## src/rtl/gcpr_pkg.sv

```systemverilog
// Shared types and constants for the GPIO change and periodic reporter.
// No dependencies; imported by every module of the block.
`default_nettype none

package gcpr_pkg;

  localparam int MaxCh   = 6;
  localparam int ModeW   = 6;
  localparam int ReloadW = 16;
  localparam int AddrW   = 5;
  localparam int DataW   = 32;
  localparam int ChanW   = 3;
  localparam int KindW   = 3;

  localparam logic [ModeW-1:0]   ModeReset   = 6'd25;
  localparam logic [ReloadW-1:0] ReloadReset = 16'd10;

  // Mode field layout
  localparam logic [1:0] TrigLevel = 2'd1;
  localparam logic [1:0] TrigRise  = 2'd2;
  localparam int BitMsg  = 2;
  localparam int BitLog  = 3;
  localparam int BitPmsg = 4;
  localparam int BitPlog = 5;

  // Report kinds
  localparam logic [KindW-1:0] KindOn       = 3'd0;
  localparam logic [KindW-1:0] KindOff      = 3'd1;
  localparam logic [KindW-1:0] KindPulse    = 3'd2;
  localparam logic [KindW-1:0] KindStateOn  = 3'd3;
  localparam logic [KindW-1:0] KindStateOff = 3'd4;

  // Register indexes (byte address / 4)
  localparam logic [2:0] RegReload = 3'd6;

  typedef logic [ModeW-1:0] mode_t;

  typedef enum logic {
    StIdle,
    StWalk
  } state_e;

  // Controller -> datapath
  typedef struct packed {
    logic load;     // tick transaction taken
    logic emit;     // current slot goes to the output register
    logic advance;  // move to the next slot
  } cmd_t;

  // Datapath -> controller
  typedef struct packed {
    logic primed;
    logic hit;        // current slot has a report
    logic at_end;     // current slot is the final one
    logic out_free;   // output register can take a result this cycle
    logic mask_empty; // no reports pending
  } sts_t;

endpackage

`default_nettype wire

```

## src/rtl/gcpr_ctrl.sv

```systemverilog
// Sequencer for the reporter: idle / slot walk state machine.
// Depends on gcpr_pkg.
`default_nettype none

module gcpr_ctrl import gcpr_pkg::*; (
  input  wire logic clk_i,
  input  wire logic rst_ni,
  input  wire logic in_valid_i,
  output logic      in_stall_o,
  input  sts_t      sts_i,
  output cmd_t      cmd_o
);

  state_e state_q, state_d;

  always_ff @(posedge clk_i or negedge rst_ni) begin
    if (!rst_ni) begin
      state_q <= StIdle;
    end else begin
      state_q <= state_d;
    end
  end

  always_comb begin
    state_d     = state_q;
    cmd_o       = '0;
    in_stall_o  = 1'b1;
    case (state_q)
      StIdle: begin
        in_stall_o = 1'b0;
        if (in_valid_i) begin
          cmd_o.load = 1'b1;
          // first tick after reset only records the sample
          if (sts_i.primed) state_d = StWalk;
        end
      end
      StWalk: begin
        cmd_o.emit    = sts_i.hit && sts_i.out_free;
        cmd_o.advance = !sts_i.hit || sts_i.out_free;
        if (cmd_o.advance && sts_i.at_end) state_d = StIdle;
      end
      default: begin
        state_d = StIdle;
      end
    endcase
  end

endmodule

`default_nettype wire

```

## src/rtl/gcpr_dp.sv

```systemverilog
// Datapath: sample and period registers, report slot mask, output register.
// Depends on gcpr_pkg.
`default_nettype none

module gcpr_dp import gcpr_pkg::*; #(
  parameter int CHANNELS = MaxCh
) (
  input  wire logic                clk_i,
  input  wire logic                rst_ni,
  input  wire logic [MaxCh-1:0]    sample_i,
  input  wire mode_t [MaxCh-1:0]   modes_i,
  input  wire logic [ReloadW-1:0]  reload_i,
  input  cmd_t                     cmd_i,
  output sts_t                     sts_o,
  output logic                     out_valid_o,
  input  wire logic                out_stall_i,
  output logic [ChanW-1:0]         channel_o,
  output logic [KindW-1:0]         kind_o,
  output logic                     sink_o,
  output logic                     level_o,
  output logic                     last_o
);

  localparam int SlotN = CHANNELS * 4;
  localparam int IdxW  = (CHANNELS > 1) ? $clog2(SlotN) : 3;
  localparam int ChW   = IdxW - 2;
  localparam logic [IdxW-1:0] LastIdx = IdxW'(SlotN - 1);

  logic [MaxCh-1:0]   sample_q;
  logic               primed_q;
  logic [ReloadW-1:0] cnt_q;
  logic [SlotN-1:0]   mask_q, mask_new, mask_rest;
  logic [IdxW-1:0]    idx_q;
  logic               out_valid_q;
  logic [ChanW-1:0]   channel_q;
  logic [KindW-1:0]   kind_q;
  logic               sink_q, level_q, last_q;

  logic [ReloadW-1:0] cnt_dec;
  logic               due;
  logic [ChW-1:0]     ch;
  logic [1:0]         slot;
  logic               now;
  mode_t              mode;
  logic [KindW-1:0]   kind_d;

  assign cnt_dec = cnt_q - 1'b1;
  assign due     = (cnt_dec == '0);

  // Per-channel report enables for this tick: msg, log, periodic msg, periodic log
  for (genvar c = 0; c < CHANNELS; c++) begin : g_mask
    logic now_c, was_c, det_c;
    assign now_c = sample_i[c];
    assign was_c = sample_q[c];
    assign det_c = ((modes_i[c][1:0] == TrigLevel) && (now_c != was_c)) ||
                   ((modes_i[c][1:0] == TrigRise) && !was_c && now_c);
    assign mask_new[4*c+0] = det_c && modes_i[c][BitMsg];
    assign mask_new[4*c+1] = det_c && modes_i[c][BitLog];
    assign mask_new[4*c+2] = due && modes_i[c][BitPmsg];
    assign mask_new[4*c+3] = due && modes_i[c][BitPlog];
  end

  assign ch        = idx_q[IdxW-1:2];
  assign slot      = idx_q[1:0];
  assign now       = sample_q[ch];
  assign mode      = modes_i[ch];
  assign mask_rest = mask_q & ~(SlotN'(1) << idx_q);

  always_comb begin
    if (!slot[1]) begin
      if (mode[1:0] == TrigLevel) kind_d = now ? KindOn : KindOff;
      else                         kind_d = KindPulse;
    end else begin
      kind_d = now ? KindStateOn : KindStateOff;
    end
  end

  assign sts_o.primed     = primed_q;
  assign sts_o.hit        = mask_q[idx_q];
  assign sts_o.at_end     = (idx_q == LastIdx);
  assign sts_o.out_free   = !out_valid_q || !out_stall_i;
  assign sts_o.mask_empty = (mask_q == '0);

  always_ff @(posedge clk_i or negedge rst_ni) begin
    if (!rst_ni) begin
      primed_q    <= 1'b0;
      cnt_q       <= ReloadReset;
      mask_q      <= '0;
      idx_q       <= '0;
      out_valid_q <= 1'b0;
      sample_q    <= '0;
    end else begin
      if (cmd_i.load) begin
        sample_q <= sample_i;
        primed_q <= 1'b1;
        idx_q    <= '0;
        if (primed_q) begin
          mask_q <= mask_new;
          cnt_q  <= due ? reload_i : cnt_dec;
        end else begin
          mask_q <= '0;
        end
      end else if (cmd_i.advance) begin
        idx_q <= idx_q + 1'b1;
        if (cmd_i.emit) mask_q <= mask_rest;
      end

      if (cmd_i.emit)        out_valid_q <= 1'b1;
      else if (!out_stall_i) out_valid_q <= 1'b0;
    end
  end

  always_ff @(posedge clk_i) begin
    if (cmd_i.emit) begin
      channel_q <= ChanW'(ch);
      kind_q    <= kind_d;
      sink_q    <= slot[0];
      level_q   <= now;
      last_q    <= (mask_rest == '0);
    end
  end

  assign out_valid_o = out_valid_q;
  assign channel_o   = channel_q;
  assign kind_o      = kind_q;
  assign sink_o      = sink_q;
  assign level_o     = level_q;
  assign last_o      = last_q;

endmodule

`default_nettype wire

```

## src/rtl/gpio_change_and_periodic_reporter.sv

```systemverilog
// Top level of the GPIO change and periodic reporter: APB register file,
// controller and datapath. Depends on gcpr_pkg, gcpr_ctrl, gcpr_dp.
//
//   Channel | Signals                          | Direction | Transaction
//   tick    | in_valid_i/in_stall_o, sample_i  | in        | valid & !stall
//   report  | out_valid_o/out_stall_i, fields  | out       | valid & !stall
//   config  | psel/penable/pwrite/paddr/pwdata | in        | psel&penable&pwrite
//
// A tick transaction is taken; the block then walks four report slots per
// channel, one slot per cycle unless a stalled output holds it. in_stall_o
// is high for the whole walk. A stalled output only holds the walk on a
// slot that has a report. The first tick after reset only records the
// sample. Reset is asynchronous, active low; no clearing pass.
`default_nettype none

module gpio_change_and_periodic_reporter import gcpr_pkg::*; #(
  parameter int CHANNELS = MaxCh
) (
  input  wire logic              clk_i,
  input  wire logic              rst_ni,
  // tick input
  input  wire logic              in_valid_i,
  output logic                   in_stall_o,
  input  wire logic [MaxCh-1:0]  sample_i,
  // report output
  output logic                   out_valid_o,
  input  wire logic              out_stall_i,
  output logic [ChanW-1:0]       channel_o,
  output logic [KindW-1:0]       kind_o,
  output logic                   sink_o,
  output logic                   level_o,
  output logic                   last_o,
  // configuration
  input  wire logic              psel,
  input  wire logic              penable,
  input  wire logic              pwrite,
  input  wire logic [AddrW-1:0]  paddr,
  input  wire logic [DataW-1:0]  pwdata,
  output logic [DataW-1:0]       prdata,
  output logic                   pready
);

  mode_t [MaxCh-1:0]  mode_q;
  logic [ReloadW-1:0] reload_q;
  logic [2:0]         reg_idx;
  logic               wr_en;
  cmd_t               cmd;
  sts_t               sts;

  // Register file: modes at 0x00..0x14, reload at 0x18
  assign pready  = 1'b1;
  assign reg_idx = paddr[AddrW-1:2];
  assign wr_en   = psel && penable && pwrite;

  always_ff @(posedge clk_i or negedge rst_ni) begin
    if (!rst_ni) begin
      mode_q   <= {MaxCh{ModeReset}};
      reload_q <= ReloadReset;
    end else if (wr_en) begin
      if (reg_idx < RegReload) mode_q[reg_idx] <= pwdata[ModeW-1:0];
      else if (reg_idx == RegReload) reload_q <= pwdata[ReloadW-1:0];
    end
  end

  always_comb begin
    prdata = '0;
    if (reg_idx < RegReload)       prdata = DataW'(mode_q[reg_idx]);
    else if (reg_idx == RegReload) prdata = DataW'(reload_q);
  end

  gcpr_ctrl u_ctrl (
    .clk_i      (clk_i),
    .rst_ni     (rst_ni),
    .in_valid_i (in_valid_i),
    .in_stall_o (in_stall_o),
    .sts_i      (sts),
    .cmd_o      (cmd)
  );

  gcpr_dp #(
    .CHANNELS (CHANNELS)
  ) u_dp (
    .clk_i       (clk_i),
    .rst_ni      (rst_ni),
    .sample_i    (sample_i),
    .modes_i     (mode_q),
    .reload_i    (reload_q),
    .cmd_i       (cmd),
    .sts_o       (sts),
    .out_valid_o (out_valid_o),
    .out_stall_i (out_stall_i),
    .channel_o   (channel_o),
    .kind_o      (kind_o),
    .sink_o      (sink_o),
    .level_o     (level_o),
    .last_o      (last_o)
  );

  // A report is never loaded over one still waiting behind a stall
  a_no_overwrite: assert property (@(posedge clk_i) disable iff (!rst_ni)
    cmd.emit |-> sts.out_free)
    else $error("report loaded while output busy");

  // Walk finishes only after every pending report was issued
  a_walk_drained: assert property (@(posedge clk_i) disable iff (!rst_ni)
    $fell(in_stall_o) |-> sts.mask_empty)
    else $error("walk ended with reports pending");

  // Priming tick produces no walk
  a_prime_only: assert property (@(posedge clk_i) disable iff (!rst_ni)
    (in_valid_i && !in_stall_o && !sts.primed) |=> (!in_stall_o && sts.primed))
    else $error("priming tick started a walk");

  // Only configured channels are reported
  a_chan_range: assert property (@(posedge clk_i) disable iff (!rst_ni)
    out_valid_o |-> (32'(channel_o) < CHANNELS))
    else $error("report for a channel out of range");

endmodule

`default_nettype wire
```

## config.mk

```make
export PLATFORM = sky130hd
export DESIGN_NAME = gpio_change_and_periodic_reporter
export DESIGN_NICKNAME = d
export VERILOG_FILES = /design/src/rtl/gcpr_pkg.sv /design/src/rtl/gcpr_ctrl.sv /design/src/rtl/gcpr_dp.sv /design/src/rtl/gpio_change_and_periodic_reporter.sv
export SDC_FILE = /design/constraint.sdc
export NUM_CORES = 1
export LEC_CHECK = 0
export BUFFER_PORTS_ARGS = -buffer_cell sky130_fd_sc_hd__buf_2
export CAP_MARGIN = 20
export CORE_MARGIN = 5
export CORE_UTILIZATION = 35
export DETAILED_ROUTE_END_ITERATION = 16
export GPL_TIMING_DRIVEN = 0
export PLACE_DENSITY_LB_ADDON = 0.1
export RECOVER_POWER = 50
export SLEW_MARGIN = 20
export SYNTH_ARGS = -nofsm -noshare
export SYNTH_HDL_FRONTEND = slang
export SYNTH_HIERARCHICAL = 1
export SYNTH_SLANG_ARGS = --single-unit
```

## constraint.sdc

```tcl
create_clock -name clk_i -period 3.5 [get_ports clk_i]
set_clock_uncertainty 0.2 [all_clocks]
set_input_delay 0.175 -clock clk_i [delete_from_list [all_inputs] [get_ports clk_i]]
set_output_delay 0.175 -clock clk_i [all_outputs]
set_load 0.02 [all_outputs]
```

==> run metrics, run 1 <==
status finished with violations; Die W 148.5 microns; final WL 19730 microns; WHS 0.008493 ns; R2R setup slack about 0.15 ns; post-route ant nets 0; total number of vias 5306; crit share post-route 95.59%; worst hold start paddr[3]; Total Power between 5 and 6 mW; Hold Fails Final Rpt 0; DRC 0; CTS Root Cell clkbuf_16; Post-Synthesis Cells 602; crit path max fanout 10; Max clock buf depth 2; final setup vio count 0; Critical Path Max Stage Delay 0.48 ns; vias in the first global route ~5500; critical path class flop to flop; first drt pass iteration count 5; Worst Setup SP u_dp/idx_q[1]; nets 777; Pleak 3.576 nW; # Max-Cap Violations 1; RSZ-0062 raised after global routing false; ratio of cells with drive above 1 in the final layout 32.51%; CP max-delay cell mux4_2; mapped cell area about 6700 sq um; startpoint types flop; pin count of the biggest net entering global routing 63; worst relative slew slack -68.26%; initial antenna violation count 0; Slew Limit Fails 45; RePlAce Congestion 0.8996; Critical Path RT 3.59 ns; Clk pin slew, worst setup/hold paths about 0.060 ns; area grow syn2layout 22.99%; Congestion Overflow GR 0; cell family with most CP delay multiplexers; Clock Latency Late Sink 0.42 ns; ANT cells 0; Slew @ Worst Pin 2.524 ns; cell mode on critical path mux4_2; I/O pin cnt 94; fin crit period approximately 3.3 ns; Worst setup EP type flop; clock sinks ~120; DRT iter0 DRCs 330; port bufs 57; Max H-tree Level 4; Site Rows 50; Power Dens Cells 635.7 nW/um^2; Synth Area per Inst 11.16 sq um; DR WL/cell 19.89 microns; first-pass GRT wire length 31640 microns; die height 148.5 microns; violated checks max-capacitance violations, max-slew violations; fmax 298.9 MHz; Worst Path Buf+Inv 1; HPWL after DPL 14710 microns; CTS Buf Count 17; CTS tree built; R2R Path Start u_dp/idx_q[1]; Synth Warn # 6; Max VDD drop 0.3656 mV; HP Class input pin to flop; initial core utilization 35.67%; core box area 18830 sq um; CP Cell Sequence clkbuf_2 > mux4_2 > mux4_2 > mux2_2 > nand2b_4 > and2_4 > nand3_1 > nor2_1 > a21oi_1 > o21ai_0 > a2bb2oi_2; total track usage 18.47%; Via density about 5.3; worst path arrival time 3.44 ns; Die ar. 22060 sq um
registers in the layout (all words and copies together) (netlist names), 3 cells and up:
name and flops:
u_dp/kind_o 3, u_dp/mask_q 24, u_dp/cnt_q 16, u_dp/idx_q 5, u_dp/channel_o 3, mode_q 36
u_dp/sample_q 6, reload_q 16
path summary, 6_finish.rpt:
path,to,cells past startpoint
max in group asynchronous,mode_q[1],2
worst min-delay path,mode_q[25],3
worst max register to register,u_dp/mask_q[18],11
min in group asynchronous,reload_q[11],2
worst max-delay path,u_dp/mask_q[18],11
worst min register to register,u_dp/channel_o[2],0
worst register-to-register path: stages (launching register included):
cell and delay [ns]:
dfrtp_1 0.44, clkbuf_2 0.30, mux4_2 0.35, mux4_2 0.48, mux2_2 0.32, nand2b_4 0.08, and2_4 0.21, nand3_1 0.15
nor2_1 0.27, a21oi_1 0.10, o21ai_0 0.25, a2bb2oi_2 0.08
report_power, final:
part	internal [mW]	switching (mW)	leakage (nW)
logic	0.635	0.828	1.88
clock network	1.15	0.675	0.296
registers	1.64	0.320	1.40
total	3.43	1.82	3.58
per-layer routing:
metal,share of wire [%],global-route usage [%],vias to the layer above
met1,47,25.17,2674
met4,1.7,6.790,0
li1,-,-,2456
met5,0,0,-
met3,5.2,4.357,26
met2,46,28.67,150
layout by cell type, fill, tap and decap left out, drive strengths merged, types with 8 or more instances in the layout:
master / count
mux4: 8
a31oi: 10
a32o: 15
xor2: 11
ha: 8
and2: 14
nand2: 37
conb: 17
clkbuf: 34
nor2: 41
inv: 21
edfxtp: 9
nor2b: 8
dlygate4sd3: 25
o21ai: 15
dfrtp: 84
mux2i: 18
a21oi: 15
buf: 89
a221oi: 12
nand2b: 12
nor3: 12
nand3: 20
dfstp: 22
mux2: 68
per-stage QoR:
step                utilization, %  instance area, sq um  cells  TNS [ns]  setup WS (ns)
floorplan                        -                  6777    617         0        0.01477
global placement             39.23                  7387    934    -20.93         -1.009
detailed placement           39.41                  7421    935    -21.27         -1.071
CTS                          44.23                  8329    992         0        0.03184
global route                 43.87                  8260    992         0       0.007826
finish                       43.87                  8260    992         0         0.1543
what timing repair did:
item,CTS,global route
endpoints found under the hold margin,160,0
gates resized for setup,9,2
setup buffers,2,1
setup endpoints to repair,29,20
hold buffers,25,0
pin swaps,1,0
final cells by class:
class / count / area, sq um
clock inverters: 13 / 172.7
fillers: 1838 / 10570
plain buffers: 43 / 292.8
clock buffers: 19 / 442.9
inverters: 17 / 63.81
well taps: 260 / 325.3
multi-input cells: 439 / 3420
repair buffers: 86 / 591.8
flip-flops and latches: 115 / 2952
Note: power is estimated with default switching activity, not from simulation.
==> run 2, diff against run 1 <==
--- a/config.mk
+++ b/config.mk
@@ -9,6 +9,7 @@
 export CAP_MARGIN = 20
 export CORE_MARGIN = 5
 export CORE_UTILIZATION = 35
+export CTS_BUF_LIST = sky130_fd_sc_hd__clkbuf_16
 export DETAILED_ROUTE_END_ITERATION = 16
 export GPL_TIMING_DRIVEN = 0
 export PLACE_DENSITY_LB_ADDON = 0.1
@@ -16,5 +17,4 @@
 export SLEW_MARGIN = 20
 export SYNTH_ARGS = -nofsm -noshare
 export SYNTH_HDL_FRONTEND = slang
-export SYNTH_HIERARCHICAL = 1
 export SYNTH_SLANG_ARGS = --single-unit
==> run 2 against run 1 <==
The flow still finishes with violations (max-capacitance violations, max-slew violations). Utilization barely moved. Count of clock-buffer cells in the layout fell by 2. Final cell count fell by 0.30%. Critical endpoint is now u_dp.mask_q[22]. Largest power group unchanged.
==> run metrics, run 2 <==
status finished with violations; violated checks max-capacitance violations, max-slew violations; post-placement cell area 7172 sq um; initial antenna violation count 0; largest area contributor in the netlist dfrtp_1; area grow syn2layout 22.37%; Die ar. 21430 sq um; post-route ant nets 0; R2R setup slack 0.46 ns; fmax 329.3 MHz; # Max-Cap Violations 1; top cell type's share of synthesized area between 30% and 40%; DRT iter0 DRCs a little over 400; Max H-tree Level 4; Clk pin slew, worst setup/hold paths 0.05 ns; mapped cell area between 6000 and 7000 sq um; Power Dens Cells 718.5 nW/um^2; Max clock buf depth 2; worst path arrival time 3.19 ns; biggest regs mode_q (36), u_dp.mask_q (24); Congestion Overflow GR 0; Critical Path RT roughly 3.7 ns; Synth Warn # 0; HP Class input pin to flop; ratio of cells with drive above 1 in the final layout a little over a quarter; Clock Latency Late Sink 0.42 ns; placed insts 930; Final Util 43.90%; Seq/Total Area, Yosys 45.32%; CP Cell Sequence inv_1 > ha_1 > nor3b_2 > xor2_1 > a211o_1 > or4_4 > buf_6 > nor2_8 > buf_8 > a21o_1; Slew Limit Fails 31; nets 805; core box area 18150 sq um; fin cells 989; clock sinks 115; Slew @ Worst Pin 1.651 ns; cell family with most CP delay simple AND/OR/NAND/NOR gates; Via density 5.434; RSZ-0062 raised after global routing false; ys flop type dfrtp_1; EDFF count, synth 9; Final Instance Area 7966 sq um; port bufs 55; Max VDD drop 0.3575 mV; HPWL after DPL 14920 microns; startpoint types flop; Site Rows roughly 50; CTS tree built; initial core utilization 35.87%; critical path class flop to flop; Critical Path Max Stage Delay 0.48 ns; Post-Synthesis Cells 630; Biggest register mode_q; worst relative slew slack -10.07%; count leader, synth dfrtp_1; CP max-delay cell dfrtp_1; Largest register FFs 36; register bit total from synthesis 115; most frequent cells in the layout dfrtp_1, nand2_1, mux2_2; Die W between 100 and 150 microns; final setup vio count 0; DR WL/cell roughly 20 microns; crit path max fanout 10; I/O pin cnt 94; Worst Path Buf+Inv 3; CTS Root Cell clkbuf_16; ANT cells 0; most common cell after layout, fill and taps aside dfrtp_1; total number of vias 5374; Worst setup EP type flop; first-pass GRT wire length 31620 microns; synth cell count leaders dfrtp_1, nand2_1, mux2_2; total track usage between 10% and 20%; Setup TNS Final 0 ns; crit share post-route 86.75%; vias in the first global route 5375; synth unique cells 70; Pleak 3.562 nW; Synth area leaders dfrtp_1, mux2_2, dfstp_2; die height about 150 microns; final WL 20100 microns; pin count of the biggest net entering global routing between 70 and 80; DRC 0; first drt pass iteration count 5; CTS Buf Count 17; Hold Fails Final Rpt 0; fin crit period 3.036 ns; share of synthesized flip-flops with an asynchronous set or reset between 90% and 100%; RePlAce Congestion 0.9283; Synth Area per Inst 10.33 sq um
run 2: cell count changes in the layout (fill, tap and decap cells not counted), moves of 8 or more:
cell,delta
nand2_1,+25
clkbuf_1,+18
a21oi_1,+15
buf_2,-13
a221oi_1,-12
and2_1,-12
a22oi_1,+11
a21o_1,+10
a32o_1,-9
and3_1,+8
o22ai_1,+8
run 2: what timing repair did:
action	4_1_cts	5_1_grt
resized for setup	0	6
hold endpoints to repair	156	0
buffers inserted	0	0
hold buffers	27	0
endpoints found under the setup margin	0	9
run 2: path summary, 6_finish.rpt:
path                                     from               to  cells past startpoint
worst max-delay path            u_dp.cnt_q[0]  u_dp.mask_q[22]                     10
worst min-delay path                  penable      reload_q[5]                      4
worst max register to register  u_dp.cnt_q[0]  u_dp.mask_q[22]                     10
worst min register to register    reload_q[3]    u_dp.cnt_q[3]                      2
max in group asynchronous              rst_ni  u_dp.mask_q[10]                      4
min in group asynchronous              rst_ni       mode_q[31]                      3
run 2: final cells by class:
type                            instances  area, sq um
Clock buffer                           17        425.4
Sequential cell                       115         2950
Multi-Input combinational cell        465         3313
Inverter                               19        71.32
Buffer                                 46        261.5
Timing Repair Buffer                   83        541.8
Tap cell                              229        286.5
Fill cell                            1766        10180
Clock inverter                         15        116.4
run 2: cells by family after synthesis:
group                      Yosys count  share of synthesized area (%)
adders and majority gates            8                          1.538
other                                2                         0.1154
AOI/OAI and AO/OA                  141                          15.20
xor gates and xnor gates            13                          1.749
and+or+nand+nor                    206                          16.63
muxes                               80                          14.38
buffers and inverters               65                          5.074
DFF                                115                          45.32
run 2: layer usage:
layer  up-vias  GRT usage, %  wire, microns
met5         -             0              0
met3        32         4.772           1057
met4         0         6.585            414
li1       2516             -              -
met1      2664         26.76           9559
met2       162         28.59           9066
run 2: report_power, final:
part / switching [mW] / internal [mW]
combinational: 1.24 / 0.759
sequential: 0.352 / 1.77
clock: 0.640 / 0.964
total: 2.23 / 3.50
run 2: through the flow:
stage	hold WS (ns)	power [mW]	worst slack, ns
detailed placement	-0.1226	4.104	0.08412
CTS	0.2526	5.756	0.09267
finish	0.2653	5.724	0.4636
global placement	0.2095	4.068	0.06997
global route	0.3003	6.073	0.1364
floorplan	-0.3206	3.409	0.6829
run 2: worst register-to-register path, delay by kind of cell (launching register included):
family | cells | cell delay (ns)
buffers and inverters | 3 | 0.49
AND/OR/NAND/NOR | 3 | 0.95
flip-flops | 1 | 0.48
XOR/XNOR | 1 | 0.11
AO/OA/AOI/OAI | 2 | 0.43
adder cells (fa/ha/maj) | 1 | 0.31
==> run 3, diff against run 2 <==
--- a/config.mk
+++ b/config.mk
@@ -14,6 +14,7 @@
 export GPL_TIMING_DRIVEN = 0
 export PLACE_DENSITY_LB_ADDON = 0.1
 export RECOVER_POWER = 50
+export REMOVE_ABC_BUFFERS = 1
 export SLEW_MARGIN = 20
 export SYNTH_ARGS = -nofsm -noshare
 export SYNTH_HDL_FRONTEND = slang
==> run 3 against run 2 <==
The flow still finishes with violations (max-capacitance violations, max-slew violations). Register-to-register slack worse by 0.25 ns. Worst setup slack worse by 0.25 ns. Sequential share of layout area rose by 1.1 points. Sequential power grew 8%. Largest cell class unchanged. Largest power group unchanged.
==> run metrics, run 3 (synthesis results as in run 2) <==
status finished with violations; violated checks max-capacitance violations, max-slew violations; worst setup margin 0.2153 ns; DRT iter0 DRCs 424; ratio of cells with drive above 1 in the final layout 25.45%; met1 GRT Util 26.60%; vias in the first global route ~5100; final WL ~19000 microns; Biggest register mode_q; most frequent cells in the layout dfrtp_1, nand2_1, mux2_2; initial antenna violation count 0; RePlAce Congestion between 0.8 and 0.9; core box area about 18000 sq um; Clk network pwr share 29.1%; Congestion Overflow GR 0; post-placement cell area 6942 sq um; # Max-Cap Violations 1; r2r endpoint u_dp.cnt_q[7]; internal power 3.468 mW; fin crit period approximately 3.3 ns; nets 760; end of the worst hold path u_dp.idx_q[4]; pin count of the biggest net entering global routing 78; pre-CTS setup slack between 0.03 and 0.04 ns; area grow syn2layout 18.93%; R2R setup slack 0.22 ns; Die ar. 21430 sq um; critical path class flop to flop; switch share 38.75%; fmax between 300 and 400 MHz; worst path arrival time 3.37 ns; Power Dens Cells 731.4 nW/um^2; Max clock buf depth 2; met2 Track Usage GR approximately 26%; total number of vias 5248; Slew @ Worst Pin around 1.9 ns; Die W between 100 and 150 microns; ANT cells 0; Final Instance Area between 7000 and 8000 sq um; Largest register FFs 36; Clock Latency Late Sink 0.42 ns; worst hold start in_valid_i; DR WL/cell 20.15 microns; HP Class input pin to flop; Pleak about 3.4 nW; clock sinks 115; Via density 5.559; logic gate share of total power 30.6%; DRC 0; first drt pass iteration count 5; biggest regs mode_q (36), u_dp.mask_q (24); I/O pin cnt 94; Seq pwr share 40.3%; CTS Root Cell clkbuf_16; FF-to-FF path depth 8; met3 Use GR under 10%; R2R Path Start u_dp.cnt_q[0]; Clk pin slew, worst setup/hold paths 0.05 ns; final setup vio count 0; HPWL after DPL 13880 microns; port bufs 58; CTS tree built; total net switching power 2.194 mW; Max VDD drop 0.3642 mV; initial core utilization 35.87%; crit share post-route 93.85%; post-route ant nets 0; total track usage ~18%; Final Util 42.66%; die height 146.4 microns; first-pass GRT wire length 30050 microns; Max H-tree Level 4; startpoint types flop; hold path depth 4; Slew Limit Fails 30; most common cell after layout, fill and taps aside dfrtp_1; CTS Buf Count 17; grt peak-use layer met1; # Post-CTS Setup Buffers 0; RSZ-0062 raised after global routing false; Critical Path RT around 3.6 ns; crit path max fanout 9; Site Rows 49; Hold Fails Final Rpt 0; Worst setup EP type flop; worst relative slew slack -27.65%
-- run 3: cell types whose count changed in the layout (fill, tap and decap cells not counted), moves of 2 or more --
cell	delta
buf_1	-4
buf_4	-17
buf_6	-2
clkbuf_1	-18
clkbuf_2	-2
clkinv_2	-2
clkinv_4	+2
clkinvlp_4	+2
dlygate4sd3_1	-3
nor3b_2	-2
-- run 3: power by group through the flow --
stage | clock [mW] | combinational (mW) | sequential (mW)
after floorplan | 0 | 1.15 | 2.20
after global placement | 0 | 1.69 | 2.28
after detailed placement | 0 | 1.71 | 2.29
after CTS | 1.68 | 1.74 | 2.27
after global routing | 1.74 | 1.91 | 2.34
final | 1.65 | 1.73 | 2.28
-- run 3: how the worst max path moves through the flow --
| stage | startpoint | end | slack (ns) |
|---|---|---|---|
| after global routing | u_dp.cnt_q[0] | u_dp.cnt_q[7] | 0.08 |
| after detailed placement | u_dp.cnt_q[0] | u_dp.cnt_q[7] | 0.03 |
| after floorplan | u_dp.cnt_q[0] | u_dp.cnt_q[0] | 0.71 |
| after CTS | u_dp.cnt_q[0] | u_dp.cnt_q[7] | 0.003 |
| after global placement | u_dp.cnt_q[0] | u_dp.cnt_q[7] | -0.03 |
| final | u_dp.cnt_q[0] | u_dp.cnt_q[7] | 0.22 |
-- run 3: timing repair --
| action | 4_1_cts | 5_1_grt |
|---|---|---|
| hold buffers | 24 | 0 |
| gates resized for setup | 0 | 1 |
| setup endpoints to repair | 0 | 5 |
| hold endpoints to repair | 148 | 0 |
-- run 3: layout make-up --
type	count	area, sq um
flip-flops and latches	115	2950
fillers	1751	10410
clock inverters	15	133.9
multi-input cells	465	3317
well taps	229	286.5
clock buffers	17	425.4
repair buffers	84	558.0
inverters	19	71.32
-- run 3: per-layer routing --
layer	share of wire [%]	routed length, microns
met4	2.5	472
met3	6.0	1134
met5	0	0
met1	48	9218
met2	43	8191
-- run 3: through the flow --
stage	std cells	hold WS [ns]	TNS, ns	power [mW]
finish	944	0.03180	0	5.663
global route	944	0.04697	0	5.995
CTS	944	0.003739	0	5.693
detailed placement	888	-0.1173	0	4.004
global placement	886	0.2072	-0.02689	3.964
floorplan	599	-0.3206	0	3.348
-- run 3: critical path, stage by stage (launching register included) --
cell      delay, ns
dfrtp_1        0.46
inv_1          0.15
ha_1           0.33
nor3b_1        0.52
xor2_1         0.15
a211o_1        0.34
nor4b_4        0.61
nor2b_1        0.31
a211oi_1       0.07
